### src/rtl/core/kcs_pkg.sv
// ----------------------------------------------------------------------------
// kcs_pkg
// Shared types and constants of the keyframe curve sampler.
// ----------------------------------------------------------------------------
package kcs_pkg;

    localparam int MAX_KEYS = 64;
    localparam int ADDR_W   = $clog2(MAX_KEYS);
    localparam int IDX_W    = 6;
    localparam int COUNT_W  = 7;
    localparam int MODE_W   = 3;
    localparam int DATA_W   = 32;
    localparam int CFG_IDX_W = 2;

    localparam logic [MODE_W-1:0] MODE_NONE    = 3'd0;
    localparam logic [MODE_W-1:0] MODE_STATIC  = 3'd1;
    localparam logic [MODE_W-1:0] MODE_LINEAR  = 3'd2;
    localparam logic [MODE_W-1:0] MODE_HERMITE = 3'd3;
    localparam logic [MODE_W-1:0] MODE_HOLD    = 3'd4;

    localparam logic [CFG_IDX_W-1:0] CFG_MODE   = 2'd0;
    localparam logic [CFG_IDX_W-1:0] CFG_STATIC = 2'd1;
    localparam logic [CFG_IDX_W-1:0] CFG_COUNT  = 2'd2;

    localparam logic KIND_WRITE = 1'b0;
    localparam logic KIND_QUERY = 1'b1;

    typedef struct packed {
        logic [DATA_W-1:0] out_slope;
        logic [DATA_W-1:0] in_slope;
        logic [DATA_W-1:0] value;
        logic [DATA_W-1:0] key_time;
    } key_entry_t;

    typedef enum logic [3:0] {
        ST_IDLE, ST_RD0, ST_CHK0, ST_RDL, ST_CHKL, ST_SCAN_RD, ST_SCAN_CHK,
        ST_FOUND, ST_DIV, ST_MUL, ST_USE, ST_DONE
    } state_t;

    typedef enum logic [3:0] {
        M_NONE, M_V0_ONEMT, M_V1_T, M_T_T, M_T2_T, M_S0_LO, M_S0_HI,
        M_S1_LO, M_S1_HI, M_H00, M_H01, M_H10, M_H11
    } mul_sel_t;

    typedef enum logic [3:0] {
        U_NONE, U_ACC_SET, U_ACC_ADD, U_ACC_SET_SH, U_ACC_ADD_SH,
        U_T2, U_T3, U_TMP, U_M0, U_M1
    } use_sel_t;

    typedef enum logic [2:0] {
        RES_ZERO, RES_STATIC, RES_RD, RES_PREV, RES_ACC_SH, RES_ACC
    } res_sel_t;

    typedef struct packed {
        logic              capture;
        logic              rd_en;
        logic [ADDR_W-1:0] rd_addr;
        logic              save_prev;
        logic              div_init;
        logic              div_step;
        logic              mul_en;
        mul_sel_t          mul_sel;
        use_sel_t          use_sel;
        logic              load_out;
        res_sel_t          res_sel;
    } ctrl_cmd_t;

    typedef struct packed {
        logic frame_le_rd;
        logic frame_ge_rd;
        logic prev_ge_rd;
        logic out_busy;
    } dp_status_t;

endpackage

### src/rtl/core/kcs_ctrl.sv
// ----------------------------------------------------------------------------
// kcs_ctrl
// Query sequencer: key search, divide loop and multiply schedule.
// ----------------------------------------------------------------------------
module kcs_ctrl (
    input  logic                             clk,
    input  logic                             rst_n,
    input  logic                             in_valid,
    output logic                             in_ready,
    input  logic                             in_kind,
    input  logic [kcs_pkg::IDX_W-1:0]        in_key_index,
    input  logic                             cfg_we,
    input  logic [kcs_pkg::CFG_IDX_W-1:0]    cfg_index,
    input  logic [kcs_pkg::DATA_W-1:0]       cfg_data,
    input  kcs_pkg::dp_status_t              status,
    output kcs_pkg::ctrl_cmd_t               cmd,
    output logic                             wr_en,
    output logic [kcs_pkg::ADDR_W-1:0]       wr_addr
);

    kcs_pkg::state_t                 state_reg, state_next;
    kcs_pkg::res_sel_t               res_reg, res_next;
    logic [kcs_pkg::MODE_W-1:0]      mode_reg;
    logic [kcs_pkg::COUNT_W-1:0]     count_reg;
    logic [kcs_pkg::ADDR_W-1:0]      idx_reg, idx_next;
    logic [3:0]                      div_cnt_reg, div_cnt_next;
    logic [3:0]                      step_reg, step_next;

    logic [kcs_pkg::COUNT_W-1:0]     n_keys;
    logic [kcs_pkg::ADDR_W-1:0]      last_addr;
    logic                            accept;
    logic                            hermite;
    kcs_pkg::mul_sel_t               step_mul;
    kcs_pkg::use_sel_t               step_use;
    logic                            step_last;

    assign n_keys    = (count_reg > kcs_pkg::COUNT_W'(kcs_pkg::MAX_KEYS))
                     ? kcs_pkg::COUNT_W'(kcs_pkg::MAX_KEYS) : count_reg;
    assign last_addr = kcs_pkg::ADDR_W'(n_keys - 1'b1);
    assign accept    = in_valid && in_ready;
    assign hermite   = mode_reg == kcs_pkg::MODE_HERMITE;

    assign wr_en   = accept && (in_kind == kcs_pkg::KIND_WRITE)
                   && ({1'b0, in_key_index} < (kcs_pkg::IDX_W+1)'(kcs_pkg::MAX_KEYS));
    assign wr_addr = in_key_index[kcs_pkg::ADDR_W-1:0];

    // multiply schedule: linear is two steps, hermite ten
    always_comb
    begin
        step_mul  = kcs_pkg::M_NONE;
        step_use  = kcs_pkg::U_NONE;
        step_last = 1'b0;
        if (!hermite)
        begin
            case (step_reg)
                4'd0:    begin step_mul = kcs_pkg::M_V0_ONEMT; step_use = kcs_pkg::U_ACC_SET; end
                default: begin step_mul = kcs_pkg::M_V1_T; step_use = kcs_pkg::U_ACC_ADD;
                               step_last = 1'b1; end
            endcase
        end
        else
        begin
            case (step_reg)
                4'd0:    begin step_mul = kcs_pkg::M_T_T;   step_use = kcs_pkg::U_T2; end
                4'd1:    begin step_mul = kcs_pkg::M_T2_T;  step_use = kcs_pkg::U_T3; end
                4'd2:    begin step_mul = kcs_pkg::M_S0_LO; step_use = kcs_pkg::U_TMP; end
                4'd3:    begin step_mul = kcs_pkg::M_S0_HI; step_use = kcs_pkg::U_M0; end
                4'd4:    begin step_mul = kcs_pkg::M_S1_LO; step_use = kcs_pkg::U_TMP; end
                4'd5:    begin step_mul = kcs_pkg::M_S1_HI; step_use = kcs_pkg::U_M1; end
                4'd6:    begin step_mul = kcs_pkg::M_H00;   step_use = kcs_pkg::U_ACC_SET_SH; end
                4'd7:    begin step_mul = kcs_pkg::M_H01;   step_use = kcs_pkg::U_ACC_ADD_SH; end
                4'd8:    begin step_mul = kcs_pkg::M_H10;   step_use = kcs_pkg::U_ACC_ADD_SH; end
                default: begin step_mul = kcs_pkg::M_H11;   step_use = kcs_pkg::U_ACC_ADD_SH;
                               step_last = 1'b1; end
            endcase
        end
    end

    always_ff @(posedge clk or negedge rst_n)
    begin
        if (!rst_n)
        begin
            state_reg   <= kcs_pkg::ST_IDLE;
            res_reg     <= kcs_pkg::RES_ZERO;
            mode_reg    <= kcs_pkg::MODE_NONE;
            count_reg   <= '0;
            idx_reg     <= '0;
            div_cnt_reg <= '0;
            step_reg    <= '0;
        end
        else
        begin
            state_reg   <= state_next;
            res_reg     <= res_next;
            idx_reg     <= idx_next;
            div_cnt_reg <= div_cnt_next;
            step_reg    <= step_next;
            if (cfg_we && (cfg_index == kcs_pkg::CFG_MODE))
            begin
                mode_reg <= cfg_data[kcs_pkg::MODE_W-1:0];
            end
            if (cfg_we && (cfg_index == kcs_pkg::CFG_COUNT))
            begin
                count_reg <= cfg_data[kcs_pkg::COUNT_W-1:0];
            end
        end
    end

    always_comb
    begin
        state_next   = state_reg;
        res_next     = res_reg;
        idx_next     = idx_reg;
        div_cnt_next = div_cnt_reg;
        step_next    = step_reg;
        in_ready     = 1'b0;
        cmd          = '0;
        cmd.mul_sel  = kcs_pkg::M_NONE;
        cmd.use_sel  = kcs_pkg::U_NONE;
        cmd.res_sel  = res_reg;
        case (state_reg)
            kcs_pkg::ST_IDLE:
            begin
                in_ready = 1'b1;
                if (accept && (in_kind == kcs_pkg::KIND_QUERY))
                begin
                    cmd.capture = 1'b1;
                    state_next  = kcs_pkg::ST_DONE;
                    if (mode_reg == kcs_pkg::MODE_STATIC)
                    begin
                        res_next = kcs_pkg::RES_STATIC;
                    end
                    else if ((mode_reg == kcs_pkg::MODE_NONE) || (mode_reg > kcs_pkg::MODE_HOLD)
                             || (n_keys == '0))
                    begin
                        res_next = kcs_pkg::RES_ZERO;
                    end
                    else
                    begin
                        state_next = kcs_pkg::ST_RD0;
                    end
                end
            end
            kcs_pkg::ST_RD0:
            begin
                cmd.rd_en   = 1'b1;
                cmd.rd_addr = '0;
                state_next  = kcs_pkg::ST_CHK0;
            end
            kcs_pkg::ST_CHK0:
            begin
                if ((n_keys == kcs_pkg::COUNT_W'(1)) || status.frame_le_rd)
                begin
                    res_next   = kcs_pkg::RES_RD;
                    state_next = kcs_pkg::ST_DONE;
                end
                else
                begin
                    cmd.save_prev = 1'b1;
                    state_next    = kcs_pkg::ST_RDL;
                end
            end
            kcs_pkg::ST_RDL:
            begin
                cmd.rd_en   = 1'b1;
                cmd.rd_addr = last_addr;
                state_next  = kcs_pkg::ST_CHKL;
            end
            kcs_pkg::ST_CHKL:
            begin
                if (status.frame_ge_rd)
                begin
                    res_next   = kcs_pkg::RES_RD;
                    state_next = kcs_pkg::ST_DONE;
                end
                else
                begin
                    idx_next   = kcs_pkg::ADDR_W'(1);
                    state_next = kcs_pkg::ST_SCAN_RD;
                end
            end
            kcs_pkg::ST_SCAN_RD:
            begin
                cmd.rd_en   = 1'b1;
                cmd.rd_addr = idx_reg;
                state_next  = kcs_pkg::ST_SCAN_CHK;
            end
            kcs_pkg::ST_SCAN_CHK:
            begin
                // the last key is past the frame, so the scan always stops in range
                if (status.frame_le_rd)
                begin
                    state_next = kcs_pkg::ST_FOUND;
                end
                else
                begin
                    cmd.save_prev = 1'b1;
                    idx_next      = idx_reg + 1'b1;
                    state_next    = kcs_pkg::ST_SCAN_RD;
                end
            end
            kcs_pkg::ST_FOUND:
            begin
                if (status.prev_ge_rd)
                begin
                    res_next   = kcs_pkg::RES_PREV;
                    state_next = kcs_pkg::ST_DONE;
                end
                else if (mode_reg == kcs_pkg::MODE_HOLD)
                begin
                    res_next   = status.frame_ge_rd ? kcs_pkg::RES_RD : kcs_pkg::RES_PREV;
                    state_next = kcs_pkg::ST_DONE;
                end
                else
                begin
                    cmd.div_init = 1'b1;
                    div_cnt_next = '0;
                    state_next   = kcs_pkg::ST_DIV;
                end
            end
            kcs_pkg::ST_DIV:
            begin
                cmd.div_step = 1'b1;
                div_cnt_next = div_cnt_reg + 1'b1;
                if (div_cnt_reg == 4'd15)
                begin
                    step_next  = '0;
                    state_next = kcs_pkg::ST_MUL;
                end
            end
            kcs_pkg::ST_MUL:
            begin
                cmd.mul_en  = 1'b1;
                cmd.mul_sel = step_mul;
                state_next  = kcs_pkg::ST_USE;
            end
            kcs_pkg::ST_USE:
            begin
                cmd.use_sel = step_use;
                step_next   = step_reg + 1'b1;
                if (step_last)
                begin
                    res_next   = hermite ? kcs_pkg::RES_ACC : kcs_pkg::RES_ACC_SH;
                    state_next = kcs_pkg::ST_DONE;
                end
                else
                begin
                    state_next = kcs_pkg::ST_MUL;
                end
            end
            kcs_pkg::ST_DONE:
            begin
                if (!status.out_busy)
                begin
                    cmd.load_out = 1'b1;
                    state_next   = kcs_pkg::ST_IDLE;
                end
            end
            default:
            begin
                state_next = kcs_pkg::ST_IDLE;
            end
        endcase
    end

endmodule

### config.mk
export PLATFORM = sky130hd
export DESIGN_NAME = kcs_ctrl
export DESIGN_NICKNAME = d
export VERILOG_FILES = /design/src/rtl/core/kcs_pkg.sv /design/src/rtl/core/kcs_ctrl.sv
export SDC_FILE = /design/constraint.sdc
export NUM_CORES = 1
export LEC_CHECK = 0
export BUFFER_PORTS_ARGS = -buffer_cell sky130_fd_sc_hd__clkbuf_2
export CAP_MARGIN = 20
export CORE_ASPECT_RATIO = 1.1
export CORE_MARGIN = 2
export CORE_UTILIZATION = 45
export CTS_CLUSTER_SIZE = 8
export DETAILED_ROUTE_END_ITERATION = 8
export GPL_ROUTABILITY_DRIVEN = 0
export PLACE_DENSITY = 0.82
export SLEW_MARGIN = 20
export SYNTH_ARGS = -nofsm -noshare
export SYNTH_HDL_FRONTEND = slang
export SYNTH_SLANG_ARGS = --single-unit
export TNS_END_PERCENT = 5
### constraint.sdc
create_clock -name clk -period 6.2 [get_ports clk]
set_clock_uncertainty 0.15 [all_clocks]
set_input_delay 0.93 -clock clk [delete_from_list [all_inputs] [get_ports clk]]
set_output_delay 0.93 -clock clk [all_outputs]
set_load 0.05 [all_outputs]
======== Word-level counts from Yosys, hierarchy flattened ========
Index checks and enable logic that the tools add are counted.
storage, ports and cells
  register bits ........................... 31
  bits in latches ......................... 0
  RAM bits ................................ 0
  bits in read-only memories .............. 0
  input port bits ......................... 49
  word-level logic and storage cells ...... 130
  memories kept ........................... 0
operators by class
  add/subtract/negate cells ............... 4
  multiply operators ...................... 0
  divide/modulo/power cells ............... 0
  magnitude comparators ................... 2
  equal/unequal tests ..................... 37
  shift-type cells ........................ 0
  multiplexer cells ....................... 55
  bitwise gates (word level) .............. 1
  reductions and logical operators ........ 24
operators with widths
  cell                                                   count
  2-to-1 mux 4 bit                                       14
  one-hot mux 4 bit (12 select lines)                    1
  one-hot mux 4 bit (9 select lines)                     1
  equality test 4 x 3 -> 1 bit (second input constant)   8
  equality test 4 bit (second input constant)            6
  2-to-1 mux 3 bit                                       8
  one-hot mux 4 bit (6 select lines)                     1
  one-hot mux 7 bit (3 select lines)                     1
  inequality test 2 bit (second input constant)          10
  equality test 4 x 2 -> 1 bit (second input constant)   4
  2-to-1 mux 1 bit                                       16
  one-hot mux 4 bit (2 select lines)                     2
  one-hot mux 3 bit (5 select lines)                     1
  2-to-1 mux 6 bit                                       2
  one-hot mux 6 bit (2 select lines)                     1
  AND reduction 3 bit                                    3
  OR reduction 9 bit                                     1
  adder 4 x 1 -> 4 bit (second input constant)           2
  equality test 4 x 1 -> 1 bit (second input constant)   2
  zero test 4 bit                                        2
  2-to-1 mux 2 bit                                       4
  equality test 7 x 1 -> 1 bit (second input constant)   1
  greater-than comparator 7 bit (second input constant)  1
  zero test 7 bit                                        1
  21 further kinds                                       30

======== Logic depth before layout (Yosys ltp) ========
Gate-level depths: netlist of run 1.
  depth in word-level cells ............... 8
  depth in mapped cells ................... 8
  mapped depth without buffers ............ 7

======== Worst setup path before layout of run 1 ========
OpenSTA, ideal clock, no wires.
  path type ............................... register to output
  from .................................... reg state_reg[0]
  to ...................................... out cmd[7] in the netlist's numbering
  arrival ................................. 3469 ps
  data required time ...................... 5120 ps
  path slack .............................. 1651 ps
  cell stages (with the launch flop) ...... 6
  cell sequence ........................... dfrtp_1 > buf_2 > nand2b_1 > or2_1 > clkbuf_1 > a2111oi_0
RTL lines
  element                 line            RTL
  start, declared         kcs_ctrl.sv:21  kcs_pkg::state_t state_reg, state_next;
  start signal, assigned  kcs_ctrl.sv:83  state_reg <= kcs_pkg::ST_IDLE;
  start signal, assigned  kcs_ctrl.sv:93  state_reg <= state_next;
  end, declared           kcs_ctrl.sv:16  output kcs_pkg::ctrl_cmd_t cmd,

==> run summary, run 1 <==
final hold violation count -> 0
Yosys cell types -> 54
minimum clock period after layout -> 3.338 ns
largest buffer count on any clock path -> 2
Highest Signal Layer -> met4
Pre-Repair DR Iteration Count -> 4
largest net degree at the start of global routing -> 32
number of buffers added on ports -> 43
Post-Route WL -> 5012 um
Cell Pwr Density -> 468.9 nW/um^2
final HPWL from detailed placement -> 3797 um
die area -> 5755 um^2
count of antenna-violating nets left after detailed routing -> 0
status -> complete, no violations
core utilization of the finished layout -> 52.08%
leading cell type by number of instances after synthesis -> nor2_1
count of max-cap constraint violations -> 0
DRC violations left -> 0
number of filler cells placed in the layout -> 488
met3 layer wire length in the routed design -> 268 um
post-CTS sizing -> 0
pin slew with the least headroom to its limit -> 0.7753 ns
diode count -> 0
ys async rst share -> 100.0%
combinational share of power -> 55.0%
final setup fails -> 0
warning count from the yosys run -> 0
area growth from synthesis to layout -> 12.06%
vias in the first global route -> 1,895
cell accounting for the most synthesized area -> dfrtp_1
kind of critical path -> register to primary output
# nets final -> 366
TritonCTS clock tree -> yes
net count of the mapped netlist -> 335
data required time of the critical path -> 5.12 ns
Fmax -> 299.6 MHz
met1 layer wirelength in the final routing -> 2316 um
maximum fanout along the worst path -> 18
Starting Density -> 46.47%
path class of the lowest-slack min-delay path -> register to register
Switching Power -> 0.6158 mW
routed len/inst -> 13.66 um
worst relative slew slack -> 48.31%
total design power -> 1.221 mW
startpoint type of the worst setup path -> register
flip-flop count of the largest register after layout -> 7
Synth Cell Area -> 2323 um^2
max-slew violation count -> 0
setup repair after global routing missed its margin -> false
routed vias/inst -> 5.763
Post-Synthesis Mean Instance Area -> 8.388 um^2
switching share of total power -> 50.44%
Total GRT Usage -> 19.04%
number of buffers added to fix hold violations after cts -> 0
predominant post-synthesis flop cell -> dfrtp_1
overflow left after global routing -> 0
number of flops mapped to enable cells by yosys -> 0
WL met2 -> 2336 um
number of placed I/O pins -> 81
antenna violations before repair -> 0
leading cell types by total area after synthesis -> dfrtp_1, nor2_1, ha_1
DR iter-0 viols -> 90
area share of the largest cell type after synthesis -> 33.39%
clock network power share -> 14.2%
Worst Path Arrival -> 2.26 ns
number of rows in the core area -> 27
share of cells above drive strength 1 -> 24.60%
register-to-register setup slack -> 3.87 ns
peak ir drop on the vdd network -> 0.1956 mV
share of the clock period used by the worst path -> 53.84%
Critical Path End Type -> primary output
worst skew pair latency -> 0.28 ns
number of buffers added for setup after CTS -> 0
Sinks on Clock Net -> 31
CTS Buf Count -> 5
sequential fraction of the synthesis area -> 33.39%
flip-flop and latch count after synthesis -> 31
vias -> 2,115
gate count of the mapped netlist -> 277
width of the die -> 72.51 um
proportion of power drawn by flip-flops and latches -> 30.8%
P_leak -> 1.196 nW
clock-pin slew reported for the worst setup and hold paths after clock tree synthesis -> 0.06 ns
number of H-tree branching levels -> 2
internal power component -> 0.6050 mW
setup_tns -> 0 ns
height of the chip -> 79.37 um
leading post-synthesis cells by instance count -> nor2_1, dfrtp_1, nand2_1
root buffer cell -> clkbuf_8
wire length of the first global-routing pass -> 8645 um
core area -> 5000 um^2
==> cells in the final DEF (no fill, tap or decap), types with 4 or more instances in the layout <==
cell type  netlist  routed
nand2b_1        10      10
mux2_2          10      10
xor2_1           7       7
dfrtp_1         31      31
nand2_1         28      28
o31ai_1          4       4
ha_1             9       9
o21ai_0         19      19
a21oi_1         17      17
clkbuf_2         0      43
nand3_1          6       6
clkbuf_8         0       7
nand4_1          4       4
nor2_1          37      37
inv_1           12      12
nor3_1           6       6
==> metrics by stage <==
step	cells	area (um^2)	hold slack (ns)	setup WS, ns
2_1_floorplan	277	2323	0.3226	1.651
3_3_place_gp	359	2504	0.3335	2.905
3_5_place_dp	359	2504	0.3281	2.923
4_1_cts	367	2604	0.3463	2.879
5_1_grt	367	2604	0.3642	2.688
6_report	367	2604	0.3373	2.862
==> power groups by stage <==
stage / Clock [mW] / Combinational [mW] / Sequential, mW
final: 0.173 / 0.672 / 0.376
after floorplan: 0 / 0.602 / 0.328
after global routing: 0.187 / 0.743 / 0.392
after global placement: 0 / 0.651 / 0.375
after detailed placement: 0 / 0.667 / 0.378
after CTS: 0.178 / 0.671 / 0.374
==> metal layers <==
| layer | GRT usage (%) | vias to the layer above |
|---|---|---|
| li1 | - | 1040 |
| met1 | 24.76 | 1006 |
| met2 | 30.46 | 61 |
| met3 | 4.822 | 8 |
| met4 | 7.037 | 0 |
| met5 | 0 | - |
==> logic make-up (layout without fill, tap and decap cells) <==
family / count (synthesis) / after routing / synth area share [%]
xor gates and xnor gates: 9 / 9 / 3.393
AOI/OAI and AO/OA: 70 / 70 / 21.00
and+or+nand+nor: 116 / 116 / 25.31
muxes: 11 / 11 / 5.493
DFF: 31 / 31 / 33.39
buffers and inverters: 31 / 63 / 6.569
adders and majority gates: 9 / 9 / 4.847
==> final timing paths <==
kind                               from          end  depth (start not counted)
max                        state_reg[3]       cmd[7]                          4
min                          res_reg[1]   res_reg[1]                          1
max reg2reg                 step_reg[0]   res_reg[0]                          7
min reg2reg                  res_reg[1]   res_reg[1]                          1
max in group asynchronous         rst_n  step_reg[0]                          1
min in group asynchronous         rst_n   idx_reg[1]                          1
==> layout make-up <==
cell class,count,area [um^2],area share (%)
Multi-Input combinational cell,215,1395,53.58
Sequential cell,31,775.7,29.79
Timing Repair Buffer,43,215.2,8.265
Clock buffer,8,100.1,3.844
Tap cell,58,72.57,2.787
Inverter,12,45.04,1.730
==> worst max-delay path, cell delays in order (launching register included) <==
cell and delay [ns]:
dfrtp_1 0.67, nand2b_1 0.14, or2_1 0.36, a2111oi_0 0.45, clkbuf_2 0.36
Power figures use the tool's default switching activity.
==> inputs of run 2 (changes only) <==
--- a/config.mk
+++ b/config.mk
@@ -13,7 +13,7 @@
 export CTS_CLUSTER_SIZE = 8
 export DETAILED_ROUTE_END_ITERATION = 8
 export GPL_ROUTABILITY_DRIVEN = 0
-export PLACE_DENSITY = 0.82
+export PLACE_DENSITY = 0.85
 export SLEW_MARGIN = 20
 export SYNTH_ARGS = -nofsm -noshare
 export SYNTH_HDL_FRONTEND = slang
==> constraint.sdc (replaced) <==
create_clock -name clk -period 2.9 [get_ports clk]
set_clock_uncertainty 0.15 [all_clocks]
set_input_delay 0.435 -clock clk [delete_from_list [all_inputs] [get_ports clk]]
set_output_delay 0.435 -clock clk [all_outputs]
set_load 0.05 [all_outputs]
==> run 2 against run 1 <==
Setup slack lost 2.7 ns. Count of clock-buffer cells in the layout shrank 2. Via count grew 2.1%. Non-clock buffer count grew 4. Critical path depth is the same. Utilization grew 0.58 points. Largest power group unchanged. Highest routed layer unchanged.
==> run summary, run 2 (synthesis gave the netlist of run 1 again) <==
CTS Buf Count -> 5
Sinks on Clock Net -> 31
number of cells in the finished layout apart from fillers -> 370
share of cells above drive strength 1 -> 26.28%
data required time of the critical path -> 2.32 ns
area occupied by multi-input gates -> 1406 um^2
final design area excluding fillers -> 2633 um^2
register-to-register setup slack -> 0.57 ns
peak ir drop on the vdd network -> 0.4875 mV
number of H-tree branching levels -> 2
# nets final -> 370
Total GRT Usage -> 19.48%
number of buffers added on ports -> 43
routed len/inst -> 14.36 um
dpl cells -> 363
Pre-Repair DR Iteration Count -> 4
core utilization of the finished layout -> 52.65%
number of buffers added for setup after CTS -> 0
Setup WS pre-CTS -> 0.3806 ns
Setup crit start -> state_reg[3]
vias -> 2,159
root buffer cell -> clkbuf_8
count of antenna-violating nets left after detailed routing -> 0
routed vias/inst -> 5.835
final HPWL from detailed placement -> 4024 um
max-slew violation count -> 0
number of buffers added to fix hold violations after cts -> 0
largest net degree at the start of global routing -> 32
worst relative slew slack -> 47.52%
end of the critical path -> cmd[7]
setup repair after global routing missed its margin -> false
area growth from synthesis to layout -> 13.30%
Fmax -> 365.2 MHz
minimum clock period after layout -> 2.739 ns
number of placed I/O pins -> 81
Sequential Area -> 775.7 um^2
TritonCTS clock tree -> yes
leading cell types in the layout, fill and taps excluded -> clkbuf_2, nor2_1, dfrtp_1
Starting Density -> 46.47%
kind of critical path -> register to primary output
DRC violations left -> 0
antenna violations before repair -> 0
vias in the first global route -> 2,040
startpoint type of the worst setup path -> register
flip-flop count of the largest register after layout -> 7
final setup fails -> 0
slowest stage cell on the critical path -> dfrtp_1
Critical Path End Type -> primary output
final hold violation count -> 0
core area -> 5000 um^2
worst skew pair latency -> 0.28 ns
share of the clock period used by the worst path -> 94.43%
cells traversed along the worst timing path -> nand2b_1, or2_1, a2111oi_2, clkbuf_2
width of the die -> 72.51 um
largest stage delay on the critical path -> 0.65 ns
total design power -> 2.633 mW
height of the chip -> 79.37 um
clock-pin slew reported for the worst setup and hold paths after clock tree synthesis -> 0.06 ns
DR iter-0 viols -> 132
beginning of the worst register-to-register path -> count_reg[6]
overflow left after global routing -> 0
most common cell after layout, fill and taps aside -> clkbuf_2
number of rows in the core area -> 27
number of filler cells placed in the layout -> 472
RR Endpoint -> res_reg[0]
count of max-cap constraint violations -> 0
worst setup slack after layout -> 0.1615 ns
Cell Pwr Density -> 1000 nW/um^2
post-CTS sizing -> 0
die area -> 5755 um^2
largest buffer count on any clock path -> 2
diode count -> 0
Placed Instance Area -> 2540 um^2
Worst Path Arrival -> 2.15 ns
path class of the lowest-slack min-delay path -> primary input to asynchronous set/reset pin
wire length of the first global-routing pass -> 9039 um
pin slew with the least headroom to its limit -> 0.7871 ns
maximum fanout along the worst path -> 18
Post-Route WL -> 5313 um
status -> complete, no violations
P_leak -> 1.214 nW
FF-to-FF path depth -> 6
[run 2: cell count changes in the layout (fill, tap and decap cells not counted)]
| cell | delta |
|---|---|
| buf_4 | +4 |
| a2111oi_0 | -1 |
| a2111oi_2 | +1 |
| clkbuf_1 | -1 |
| clkbuf_8 | -1 |
| clkinv_2 | +1 |
| nor3_1 | -1 |
| nor3_2 | +1 |
[run 2: where the power goes]
group	switching [mW]	internal, mW	total [mW]	leakage [nW]
clock	0.158	0.186	0.344	0.0470
combinational	0.980	0.543	1.52	0.775
sequential	0.204	0.561	0.765	0.392
[run 2: worst min path at each step]
stage,to,cells past startpoint,startpoint,slack (ns)
floorplan,count_reg[0],0,rst_n,-0.01
global placement,res_reg[1],1,res_reg[1],0.33
detailed placement,res_reg[1],1,res_reg[1],0.33
CTS,idx_reg[1],1,rst_n,0.09
global route,idx_reg[1],1,rst_n,0.14
finish,idx_reg[1],1,rst_n,0.07
[run 2: per-layer routing]
| layer | part of all wire [%] | up-vias | track usage [%] |
|---|---|---|---|
| li1 | - | 1050 | - |
| met1 | 44 | 1028 | 25.54 |
| met2 | 49 | 75 | 31.74 |
| met3 | 5.8 | 6 | 4.442 |
| met4 | 0.92 | 0 | 6.296 |
| met5 | 0 | - | 0 |
[run 2: cell type report]
class,count,share of cell area [%]
well taps,58,2.757
clock inverters,1,0.1901
clock buffers,6,3.137
multi-input cells,215,53.42
flip-flops and latches,31,29.47
repair buffers,47,9.316
inverters,12,1.711
[run 2: worst max-delay path, delay by kind of cell, from the launching register on]
family	cells	cell delay, ns
and+or+nand+nor	2	0.52
AOI/OAI and AO/OA	1	0.36
DFF	1	0.65
buffers and inverters	1	0.33
[run 2: metrics by stage]
step                       TNS, ns  hold slack (ns)
final                            0          0.07152
after global routing             0           0.1415
after CTS                        0          0.08828
after detailed placement         0           0.3280
after global placement           0           0.3349
after floorplan           -0.07174         -0.01059
